--- src/rtl/mrq_pkg.sv ---
package mrq_pkg;

    localparam int LEVELS  = 8;
    localparam int DEPTH   = 16;
    localparam int ID_BITS = 6;

    localparam int LVL_W  = (LEVELS > 1) ? $clog2(LEVELS) : 1;
    localparam int PTR_W  = (DEPTH > 1) ? $clog2(DEPTH) : 1;
    localparam int SLOTS  = LEVELS * DEPTH;
    localparam int ADDR_W = $clog2(SLOTS);
    localparam int PRIO_W = 4;
    localparam int CAP_W  = 3;
    localparam int OLVL_W = 3;

    localparam logic REQ_ENQ = 1'b0;
    localparam logic REQ_DEQ = 1'b1;

    typedef enum logic [2:0] {
        ST_OK           = 3'd0,
        ST_FULL         = 3'd1,
        ST_NOT_RUNNABLE = 3'd2,
        ST_EMPTY        = 3'd3,
        ST_BAD_PRIO     = 3'd4
    } status_t;

    typedef struct packed {
        logic               valid;
        logic               req_type;
        logic [ID_BITS-1:0] proc_id;
        logic [PRIO_W-1:0]  priority_req;
        logic               is_runnable;
        logic               clamp_mode;
    } req_t;

    typedef struct packed {
        status_t            status;
        logic [OLVL_W-1:0]  out_level;
        logic               pop;
        logic               we;
        logic [ADDR_W-1:0]  addr;
        logic [ID_BITS-1:0] wdata;
    } dec_t;

    function automatic logic [PTR_W-1:0] ptr_inc(input logic [PTR_W-1:0] p);
        logic [PTR_W-1:0] r;
        if (p == PTR_W'(DEPTH - 1))
            r = '0;
        else
            r = p + PTR_W'(1);
        return r;
    endfunction

    function automatic logic [ADDR_W-1:0] slot_addr(input logic [LVL_W-1:0] lvl,
                                                    input logic [PTR_W-1:0] ptr);
        logic [ADDR_W-1:0] a;
        a = ADDR_W'(lvl) * ADDR_W'(DEPTH) + ADDR_W'(ptr);
        return a;
    endfunction

endpackage

--- src/rtl/mrq_ram.sv ---
module mrq_ram #(
    parameter int WORD_W = 8,
    parameter int WORDS  = 16
) (
    input  logic                      clk,
    input  logic                      we,
    input  logic [$clog2(WORDS)-1:0]  waddr,
    input  logic [WORD_W-1:0]         wdata,
    input  logic                      re,
    input  logic [$clog2(WORDS)-1:0]  raddr,
    output logic [WORD_W-1:0]         rdata
);

    logic [WORD_W-1:0] mem_reg [WORDS];
    logic [WORD_W-1:0] rdata_reg;

    always_ff @(posedge clk)
    begin
        if (we)
        begin
            mem_reg[waddr] <= wdata;
        end
        if (re)
        begin
            rdata_reg <= mem_reg[raddr];
        end
    end

    assign rdata = rdata_reg;

endmodule

--- src/rtl/mrq_ctrl.sv ---
module mrq_ctrl (
    input  logic                        clk,
    input  logic                        rst_n,
    input  mrq_pkg::req_t               req,
    input  logic [mrq_pkg::CAP_W-1:0]   clamp_cap,
    output mrq_pkg::dec_t               dec
);
    import mrq_pkg::*;

    logic [PTR_W-1:0]  head_reg  [LEVELS];
    logic [PTR_W-1:0]  tail_reg  [LEVELS];
    logic [PTR_W-1:0]  head_next [LEVELS];
    logic [PTR_W-1:0]  tail_next [LEVELS];
    logic [LEVELS-1:0] nonempty;
    logic [PRIO_W-1:0] prio_eff;
    logic              prio_bad;
    logic [LVL_W-1:0]  enq_lvl;
    logic [LVL_W-1:0]  deq_lvl;
    logic              full;

    always_comb
    begin
        for (int i = 0; i < LEVELS; i++)
        begin
            nonempty[i] = head_reg[i] != tail_reg[i];
        end
    end

    always_comb
    begin
        deq_lvl = '0;
        for (int i = LEVELS - 1; i >= 0; i--)
        begin
            if (nonempty[i])
            begin
                deq_lvl = LVL_W'(i);
            end
        end
    end

    always_comb
    begin
        if (req.clamp_mode && (req.priority_req > PRIO_W'(clamp_cap)))
            prio_eff = PRIO_W'(clamp_cap);
        else
            prio_eff = req.priority_req;
        prio_bad = int'(prio_eff) >= LEVELS;
        enq_lvl  = LVL_W'(prio_eff);
        full     = ptr_inc(tail_reg[enq_lvl]) == head_reg[enq_lvl];
    end

    always_comb
    begin
        dec           = '0;
        dec.status    = ST_OK;
        dec.wdata     = req.proc_id;
        if (req.valid)
        begin
            if (req.req_type == REQ_ENQ)
            begin
                if (!req.is_runnable)
                    dec.status = ST_NOT_RUNNABLE;
                else if (prio_bad)
                    dec.status = ST_BAD_PRIO;
                else if (full)
                    dec.status = ST_FULL;
                else
                begin
                    dec.we        = 1'b1;
                    dec.out_level = OLVL_W'(enq_lvl);
                    dec.addr      = slot_addr(enq_lvl, tail_reg[enq_lvl]);
                end
            end
            else
            begin
                if (nonempty == '0)
                    dec.status = ST_EMPTY;
                else
                begin
                    dec.pop       = 1'b1;
                    dec.out_level = OLVL_W'(deq_lvl);
                    dec.addr      = slot_addr(deq_lvl, head_reg[deq_lvl]);
                end
            end
        end
    end

    always_comb
    begin
        for (int i = 0; i < LEVELS; i++)
        begin
            head_next[i] = head_reg[i];
            tail_next[i] = tail_reg[i];
        end
        if (dec.we)
            tail_next[enq_lvl] = ptr_inc(tail_reg[enq_lvl]);
        if (dec.pop)
            head_next[deq_lvl] = ptr_inc(head_reg[deq_lvl]);
    end

    always_ff @(posedge clk or negedge rst_n)
    begin
        if (!rst_n)
        begin
            for (int i = 0; i < LEVELS; i++)
            begin
                head_reg[i] <= '0;
                tail_reg[i] <= '0;
            end
        end
        else
        begin
            for (int i = 0; i < LEVELS; i++)
            begin
                head_reg[i] <= head_next[i];
                tail_reg[i] <= tail_next[i];
            end
        end
    end

`ifndef ASSERT_OFF
    a_no_write_and_pop: assert property (@(posedge clk) disable iff (!rst_n)
        !(dec.we && dec.pop))
        else $error("write and pop in one cycle");

    a_pop_nonempty: assert property (@(posedge clk) disable iff (!rst_n)
        dec.pop |-> (head_reg[deq_lvl] != tail_reg[deq_lvl]))
        else $error("pop from empty level");

    a_enq_fills: assert property (@(posedge clk) disable iff (!rst_n)
        dec.we |=> nonempty[$past(enq_lvl)])
        else $error("level empty after enqueue");

    a_fail_quiet: assert property (@(posedge clk) disable iff (!rst_n)
        (dec.status != ST_OK) |-> (!dec.we && !dec.pop && dec.out_level == '0))
        else $error("failed request touched state");
`endif

endmodule

--- src/rtl/multilevel_ready_queue_unit.sv ---
// Pipeline: an accepted word is registered in req_reg and decided from it; done,
// status, out_level and the slot read data are registered from that decision.
// Throughput: one word per cycle while busy is low; pointer update and slot write/read
// are done in the single decision stage and the slot read adds the second register.
// Reset (rst_n low, async): all levels empty, clamp_cap = 7, busy high for one cycle.
// The receiver cannot stall: every result is shown exactly once.
module multilevel_ready_queue_unit (
    input  logic                          clk,
    input  logic                          rst_n,
    input  logic                          start,
    output logic                          busy,
    input  logic                          req_type,
    input  logic [mrq_pkg::ID_BITS-1:0]   proc_id,
    input  logic [mrq_pkg::PRIO_W-1:0]    priority_req,
    input  logic                          is_runnable,
    input  logic                          clamp_mode,
    input  logic                          cfg_valid,
    output logic                          cfg_ready,
    input  logic [mrq_pkg::CAP_W-1:0]     cfg_data,
    output logic                          done,
    output logic [2:0]                    status,
    output logic [mrq_pkg::ID_BITS-1:0]   out_proc_id,
    output logic [mrq_pkg::OLVL_W-1:0]    out_level
);
    import mrq_pkg::*;

    logic              busy_reg;
    logic [CAP_W-1:0]  clamp_cap_reg;
    req_t              req_reg;
    req_t              req_next;
    dec_t              dec;
    logic              done_reg;
    logic              pop_reg;
    status_t           status_reg;
    logic [OLVL_W-1:0] level_reg;
    logic [ID_BITS-1:0] rdata;
    logic              accept;

    assign accept    = start && !busy_reg;
    assign busy      = busy_reg;
    assign cfg_ready = !busy_reg;

    always_comb
    begin
        req_next              = req_reg;
        req_next.valid        = accept;
        if (accept)
        begin
            req_next.req_type     = req_type;
            req_next.proc_id      = proc_id;
            req_next.priority_req = priority_req;
            req_next.is_runnable  = is_runnable;
            req_next.clamp_mode   = clamp_mode;
        end
    end

    always_ff @(posedge clk or negedge rst_n)
    begin
        if (!rst_n)
        begin
            busy_reg      <= 1'b1;
            clamp_cap_reg <= CAP_W'(7);
            req_reg       <= '0;
            done_reg      <= 1'b0;
            pop_reg       <= 1'b0;
        end
        else
        begin
            busy_reg <= 1'b0;
            if (cfg_valid && cfg_ready)
                clamp_cap_reg <= cfg_data;
            req_reg  <= req_next;
            done_reg <= req_reg.valid;
            pop_reg  <= dec.pop;
        end
    end

    always_ff @(posedge clk)
    begin
        status_reg <= dec.status;
        level_reg  <= dec.out_level;
    end

    mrq_ctrl u_ctrl (
        .clk       (clk),
        .rst_n     (rst_n),
        .req       (req_reg),
        .clamp_cap (clamp_cap_reg),
        .dec       (dec)
    );

    mrq_ram #(
        .WORD_W (ID_BITS),
        .WORDS  (SLOTS)
    ) u_slots (
        .clk   (clk),
        .we    (dec.we),
        .waddr (dec.addr),
        .wdata (dec.wdata),
        .re    (dec.pop),
        .raddr (dec.addr),
        .rdata (rdata)
    );

    assign done        = done_reg;
    assign status      = status_reg;
    assign out_level   = level_reg;
    assign out_proc_id = pop_reg ? rdata : '0;

`ifndef ASSERT_OFF
    a_result_follows: assert property (@(posedge clk) disable iff (!rst_n)
        accept |-> ##2 done)
        else $error("accepted word gave no result");

    a_no_spurious: assert property (@(posedge clk) disable iff (!rst_n)
        done |-> $past(accept, 2))
        else $error("result without request");

    a_pop_ok: assert property (@(posedge clk) disable iff (!rst_n)
        pop_reg |-> (done && status_reg == ST_OK))
        else $error("pop without ok result");
`endif

endmodule
--- config.mk ---
export PLATFORM = sky130hd
export DESIGN_NAME = multilevel_ready_queue_unit
export DESIGN_NICKNAME = d
export VERILOG_FILES = /design/src/rtl/mrq_pkg.sv /design/src/rtl/mrq_ram.sv /design/src/rtl/mrq_ctrl.sv /design/src/rtl/multilevel_ready_queue_unit.sv
export SDC_FILE = /design/constraint.sdc
export NUM_CORES = 1
export LEC_CHECK = 0
export ABC_AREA = 1
export BUFFER_PORTS_ARGS = -buffer_cell sky130_fd_sc_hd__buf_2
export CORE_MARGIN = 5
export CORE_UTILIZATION = 35
export DETAILED_ROUTE_END_ITERATION = 8
export HOLD_SLACK_MARGIN = 0.05
export PLACE_DENSITY = 0.58
export SYNTH_ARGS = -nofsm -noshare
export SYNTH_HDL_FRONTEND = slang
export SYNTH_SLANG_ARGS = --single-unit
--- constraint.sdc ---
create_clock -name clk -period 6.2 [get_ports clk]
set_clock_uncertainty 0.05 [all_clocks]
set_input_delay 0.62 -clock clk [delete_from_list [all_inputs] [get_ports clk]]
set_output_delay 0.62 -clock clk [all_outputs]
set_load 0.1 [all_outputs]
* After elaboration in Yosys (flattened, before gate mapping)
Memories as Yosys holds them, arrays and structs flattened. A register that Yosys moved wholly into a read port is not among the register bits.
Index checks and enable logic that the tools add are counted.
** Word-level totals
- Bits in registers :: 90
- RAM bits :: 768
- Input bits :: 20
- Logic and storage cells :: 107
- Memories :: 1
** Cells by class
- Add/subtract/negate cells :: 4
- Magnitude comparators :: 6
- Equal/unequal tests :: 11
- Muxes and demuxes :: 48
- Bitwise gates (word level) :: 2
- Reduce and logical (&&, ||, !) cells :: 7
** Memories
- u_slots.mem_reg :: words 128, width 6, rd ports 1, clocked after memory_dff 1, wr ports 1, line mrq_ram.sv:14 : logic [WORD_W-1:0] mem_reg [WORDS];
** Operator list (count)
- $bwmux W32 :: 2
- $mux W4 :: 14
- $mux W3 :: 13
- $bmux W4 S3 :: 3
- $ne A4 B4 Y1 :: 8
- $demux W4 S3 :: 2
- $mux W8 :: 3
- $add A7 B4 Y7 :: 2
- $mux W7 :: 2
- $ge A4 B4 Y1 const B :: 3
- $mux W6 :: 2
- $mux W9 :: 1
- $add A4 B1 Y4 const B :: 2
- $eq A4 B4 Y1 const B :: 2
- $logic_not A8 Y1 :: 1
- $lt A4 B1 Y1 const B :: 2
- $not A3 Y4 :: 2
- $logic_and A1 B1 Y1 :: 5
- $mux W1 :: 5
- $eq A4 B4 Y1 :: 1
- $gt A4 B3 Y1 :: 1
- $mux W2 :: 1
- $logic_not A1 Y1 :: 1

* Longest topological paths before layout
- Word-level depth :: 19
- Gate-level depth with buffers :: 41
- Mapped depth without buffers :: 38

* Modules after synthesis
A second synthesis with hierarchy kept.
** Unflattened totals
- Cell total of the unflattened synthesis :: 3557
- Area, all modules :: 37693.7 sq um
** Modules (own cells, without submodules)
- mrq_ram :: instances 1, cells an instance 2730, area an instance 31909.4 sq um, sequential area each 23242.3 sq um
- mrq_ctrl :: instances 1, cells an instance 733, area an instance 4865.9 sq um, sequential area each 1601.5 sq um
- multilevel_ready_queue_unit :: instances 1, cells an instance 94, area an instance 918.4 sq um, sequential area each 625.6 sq um

* Least setup slack after synthesis
OpenSTA, ideal clock, no wires.
- Path kind :: reg-to-reg
- Start :: register clamp_cap_reg[2]
- End :: memory u_slots.mem_reg[80][0] (netlist name) (enable)
- Arrival :: 4.294 ns
- Data required time :: 5.764 ns
- Setup slack :: 1.470 ns
- Stages on the path, launching flop included :: 30
- Buffers on the path :: 1
- Period minus slack after synthesis :: 4.730 ns
- Cells stage by stage :: dfstp_2 > inv_1 > ha_1 > nand2_1 > nor2_4 > nor2_8 > nand2_4 > nand2_2 > nand2_2 > buf_6 > o211ai_1 > nand2_1 > nor2_4 > ha_1 > inv_1 > nor3_2 > nand2_1 > nand2_2 > nand2_1 > a21oi_2 > nand2_2 > nand2_4 > inv_6 > nand2_1 > o21ai_1 > inv_1 > nand2_1 > inv_1 > nand3_2 > nor4_1
** On the way
- Word-level cells in the longest chain between the ends :: 17
** RTL lines
- start: declaration :: line multilevel_ready_queue_unit.sv:28 : logic [CAP_W-1:0] clamp_cap_reg;
- start signal: assignment :: line multilevel_ready_queue_unit.sv:71 : clamp_cap_reg <= cfg_data;
- $gt A4 B3 Y1 :: line mrq_ctrl.sv:43 : if (req.clamp_mode && (req.priority_req > PRIO_W'(clamp_cap)))
- $logic_and A1 B1 Y1 :: line mrq_ctrl.sv:43
- $mux W4 * :: line mrq_ctrl.sv:43
- $not A3 Y4 (implied by the code) :: line mrq_ctrl.sv:49, mrq_ctrl.sv:71
- $bmux W4 S3 :: line mrq_ctrl.sv:49, mrq_ctrl.sv:71
- $mux W4 (implied by the code) (2 in series) :: line mrq_ctrl.sv:49, mrq_ctrl.sv:71
- $add A4 B1 Y4 or $eq A4 B4 Y1 (tied branches) :: line mrq_pkg.sv:49, mrq_pkg.sv:46
- $mux W4 :: line mrq_pkg.sv:46 : if (p == PTR_W'(DEPTH - 1))
- $eq A4 B4 Y1 :: line mrq_ctrl.sv:49 : full = ptr_inc(tail_reg[enq_lvl]) == head_reg[enq_lvl];
- $mux W8 :: line mrq_ctrl.sv:65 : else if (full)
- $mux W8 * :: line mrq_ctrl.sv:63 : else if (prio_bad)
- $mux W8 * :: line mrq_ctrl.sv:61 : if (!req.is_runnable)
- $mux W1 :: line mrq_ctrl.sv:59 : if (req.req_type == REQ_ENQ)
- $mux W9 * :: line mrq_ctrl.sv:57 : if (req.valid)
- $mux W1 :: line mrq_ram.sv:19 : if (we)
- $mux W1 (implied by the code) :: line mrq_ram.sv:21 : mem_reg[waddr] <= wdata;
- end: declaration :: line mrq_ram.sv:14
Every way passes the cells marked *; elsewhere a longest branch is shown, timed or not. The select of a mux whose other input is x is not followed.

* Worst setup path after layout
- Start :: register clamp_cap_reg[1]
- End :: register u_slots.rdata_reg[2] (netlist: u_slots.rdata[2]), read port of u_slots.mem_reg (data pin)
** On the way
- Word-level cells in the longest chain between the ends :: 15
** RTL lines
- $gt A4 B3 Y1 :: line mrq_ctrl.sv:43
- $logic_and A1 B1 Y1 :: line mrq_ctrl.sv:43
- $mux W4 * :: line mrq_ctrl.sv:43
- $not A3 Y4 (implied by the code) :: line mrq_ctrl.sv:49, mrq_ctrl.sv:71
- $bmux W4 S3 :: line mrq_ctrl.sv:49, mrq_ctrl.sv:71
- $mux W4 (implied by the code) (2 in series) :: line mrq_ctrl.sv:49, mrq_ctrl.sv:71
- $add A4 B1 Y4 or $eq A4 B4 Y1 (tied branches) :: line mrq_pkg.sv:49, mrq_pkg.sv:46
- $mux W4 :: line mrq_pkg.sv:46
- $eq A4 B4 Y1 :: line mrq_ctrl.sv:49
- $mux W8 :: line mrq_ctrl.sv:65
- $mux W8 * :: line mrq_ctrl.sv:63
- $mux W8 * :: line mrq_ctrl.sv:61
- $mux W7 * :: line mrq_ctrl.sv:59
- $mux W9 * :: line mrq_ctrl.sv:57
- end: declaration :: line mrq_ram.sv:15 : logic [WORD_W-1:0] rdata_reg;
Marks and branches as above.
A chain may end at the register's enable or synchronous reset.

==> results by group <==
Pwr
  • Max VDD drop: 0.222 mV
  • Clock power share: 0.342
  • Leakage power: 17.9 nW
  • Total power: 16.2 mW
  • P per Cell Area: 369 mW/mm²
  • Switching power: 5.30 mW
  • Reg power frac: 0.434
  • P_int: 10.9 mW
  • Gate power share: 0.224
  • Switching part of the total power: 0.328

STA
  • Rel. slew slack: 0.324
  • Min cycle time layout: 5.79 ns
  • Fin. Hold Viols: 0
  • Setup WS post-layout: 0.410 ns
  • Pins Over Slew Limit: 0
  • Final Setup Violations: 0
  • Max Fclk: 173 MHz
  • Period utilisation layout: 0.934
  • Worst slew pin tran: 1.01 ns
  • RSZ-0062 raised after global routing: true

Synth
  • Async SR Flop Fraction: 0.0972
  • Distinct cells, synth: 49
  • Top-count cell post-synth: nand2_1
  • FF+latch count, synth: 864
  • Commonest cells in the netlist: nand2_1, edfxtp_1, nor2_1
  • Main synth FF type: edfxtp_1
  • Share of the synthesized area in the top cell type: 0.603
  • Synthesized area: 0.0386 mm²
  • Synthesized instance count: 4026
  • Cell accounting for the most synthesized area: edfxtp_1
  • Post-synthesis net count: 4051
  • Sequential cell area fraction in the yosys report: 0.661
  • EDFF count, synth: 774
  • Synth area leaders: edfxtp_1, nand2_1, dfrtp_1, nor2_1, buf_2
  • Mean Syn Cell Area: 9.58 µm²
  • Syn. warnings: 0

Routing
  • Vias: 27283
  • Initial drt markers: 2560
  • Routed WL: 108 mm
  • Routed len/inst: 19.2 µm
  • Drt first pass iters: 6
  • Drt drc: 0
  • Vias per cell: 4.85
  • Routed Antenna Nets: 0

Hold path
  • Hold depth: 3
  • Worst hold start: proc_id[3]
  • WHS Endpoint: req_reg[9]
  • Worst Hold Class: input pin to flop

Die
  • Core Area: 0.109 mm²
  • I/O Pins: 35
  • Die area: 0.117 mm²
  • Starting density of the core: 0.353
  • Die width: 342 µm
  • Chip Height: 342 µm
  • Site Rows: 121

Clock tree
  • CTS Buffer Depth: 3
  • Clk pin slew, worst setup/hold paths: 0.06 ns
  • TritonCTS Buffers: 92
  • Clock Latency Late Sink: 0.67 ns
  • H-tree Lvls: 3
  • Setup bufs post-CTS: 0
  • CTS tree: done
  • Root Buffer: clkbuf_16
  • # clock sinks: 864

Global routing
  • Grt total ovfl: 0
  • Largest net degree at the start of global routing: 101
  • Initial antenna violation count: 1
  • Gr usage total: 0.182
  • First-pass GRT wire length: 163 mm
  • Number of global-route vias before repair: 26388

Setup path
  • Delay of the slowest critical-path stage: 0.53 ns
  • Reg-to-reg endpoint: u_slots.rdata[2]
  • Crit path top cell by count: nand2_1
  • R2R Setup Slk: 0.41 ns
  • Crit path max-delay cell type: dfstp_2
  • Worst reg2reg path depth: 32
  • Reg2reg start: clamp_cap_reg[1]
  • Worst path required time: 6.59 ns
  • Critical path class: flop to flop
  • Worst setup EP type: flop
  • Arrival @ worst endpoint: 6.18 ns
  • CP max FO: 23
  • Nature of the critical path startpoint: flop
  • Critical Path Start: clamp_cap_reg[1]

Cells and area
  • Fillcell total: 10661
  • NumNets Final: 4099
  • Util after Layout: 0.401
  • Final Cell Area: 0.0437 mm²
  • Antenna diode count: 0
  • Synth-to-layout area growth: 13.4%
  • Largest register FFs: 768
  • Final Non-Filler Cells: 5623
  • Share of cells above drive strength 1: 0.0945

Outcome
  • Status: complete, no violations

Placement
  • Gpl congestion: 0.949
  • Input/output buffers: 34
  • HPWL after DPL: 65.9 mm
  • Post-Place Setup Slack: 0.356 ns
  • Dpl cells: 5455
  • Post-placement cell area: 0.0405 mm²

Flow run
  • Max-cap check violation count: 0
## per-stage QoR
| step | hold slack [ns] | TNS, ns |
|---|---|---|
| 3_3_place_gp | 0.423 | 0 |
| 2_1_floorplan | 0.274 | 0 |
| 6_report | 0.101 | 0 |
| 4_1_cts | 0.0632 | 0 |
| 5_1_grt | 0.0871 | -1.60 |
| 3_5_place_dp | 0.428 | 0 |
## area by class of cell
type | count | area (µm²) | area share
Clock buffer | 115 | 2480 | 0.0567
Inverter | 112 | 439 | 0.0100
Tap cell | 1476 | 1850 | 0.0422
Clock inverter | 52 | 558 | 0.0128
Multi-Input combinational cell | 2867 | 11800 | 0.270
Timing Repair Buffer | 137 | 1100 | 0.0252
Sequential cell | 864 | 25500 | 0.583
## worst max-delay path, delay by kind of cell (launching register included)
| family | cells | cell delay, ns |
|---|---|---|
| buffers and inverters | 5 | 0.93 |
| and+or+nand+nor | 21 | 2.65 |
| adders and majority gates | 2 | 0.52 |
| AOI/OAI and AO/OA | 4 | 0.87 |
| DFF | 1 | 0.53 |
## metal layers
metal | wire length, µm | GRT usage
met4 | 3110 | 0.0627
met2 | 50000 | 0.290
met1 | 47200 | 0.250
met3 | 7750 | 0.0341
met5 | 0 | 0
## cells by family (layout without fill, tap and decap cells)
family | count (synthesis) | after routing | synth area share
other | 1 | 1 | 0.0000972
AO/OA/AOI/OAI | 152 | 152 | 0.0212
adder cells (fa/ha/maj) | 5 | 5 | 0.00162
multiplexers | 2 | 2 | 0.000584
AND/OR/NAND/NOR | 2675 | 2675 | 0.271
flip-flops | 864 | 864 | 0.661
buffers and inverters | 295 | 416 | 0.0378
XOR/XNOR | 32 | 32 | 0.00727
## cell usage in the layout, fill, tap and decap left out, drive strengths merged
cell type,instances
clkbuf,115
ha,5
dfstp,4
inv,112
xor2,18
o21a,2
o211ai,9
dlygate4sd3,1
dfrtp,80
nor4,8
bufinv,9
nor3b,1
nand2,2314
edfxtp,774
nand3,110
o22ai,4
xnor2,14
dfxtp,6
a21oi,38
a31oi,1
nand3b,1
buf,136
nor2,215
o21ai,94
a311oi,1
nor3,9
clkinvlp,2
a32o,1
nand4,17
conb,1
o31ai,2
clkinv,41
mux2,2
## power by group through the flow
stage	Clock, mW	Combinational, mW	Sequential, mW
finish	5.52	3.61	7.02
global route	5.87	4.04	7.04
CTS	5.62	3.60	7.02
detailed placement	0	3.59	7.13
global placement	0	3.58	7.14
floorplan	0	2.44	7.01
## how the worst max path moves through the flow
stage / end
6_report: u_slots.rdata[2]
5_1_grt: u_slots.mem_reg[43][3]
4_1_cts: u_slots.mem_reg[60][0]
3_5_place_dp: u_slots.mem_reg[60][3]
3_3_place_gp: u_slots.mem_reg[125][0]
2_1_floorplan: u_slots.mem_reg[80][0]
## what timing repair did
action                     CTS  global route
hold endpoints to repair    27             0
hold buffers                 1             0
resized for setup            0            63
setup endpoints to repair    0           532
Power figures use the tool's default switching activity.
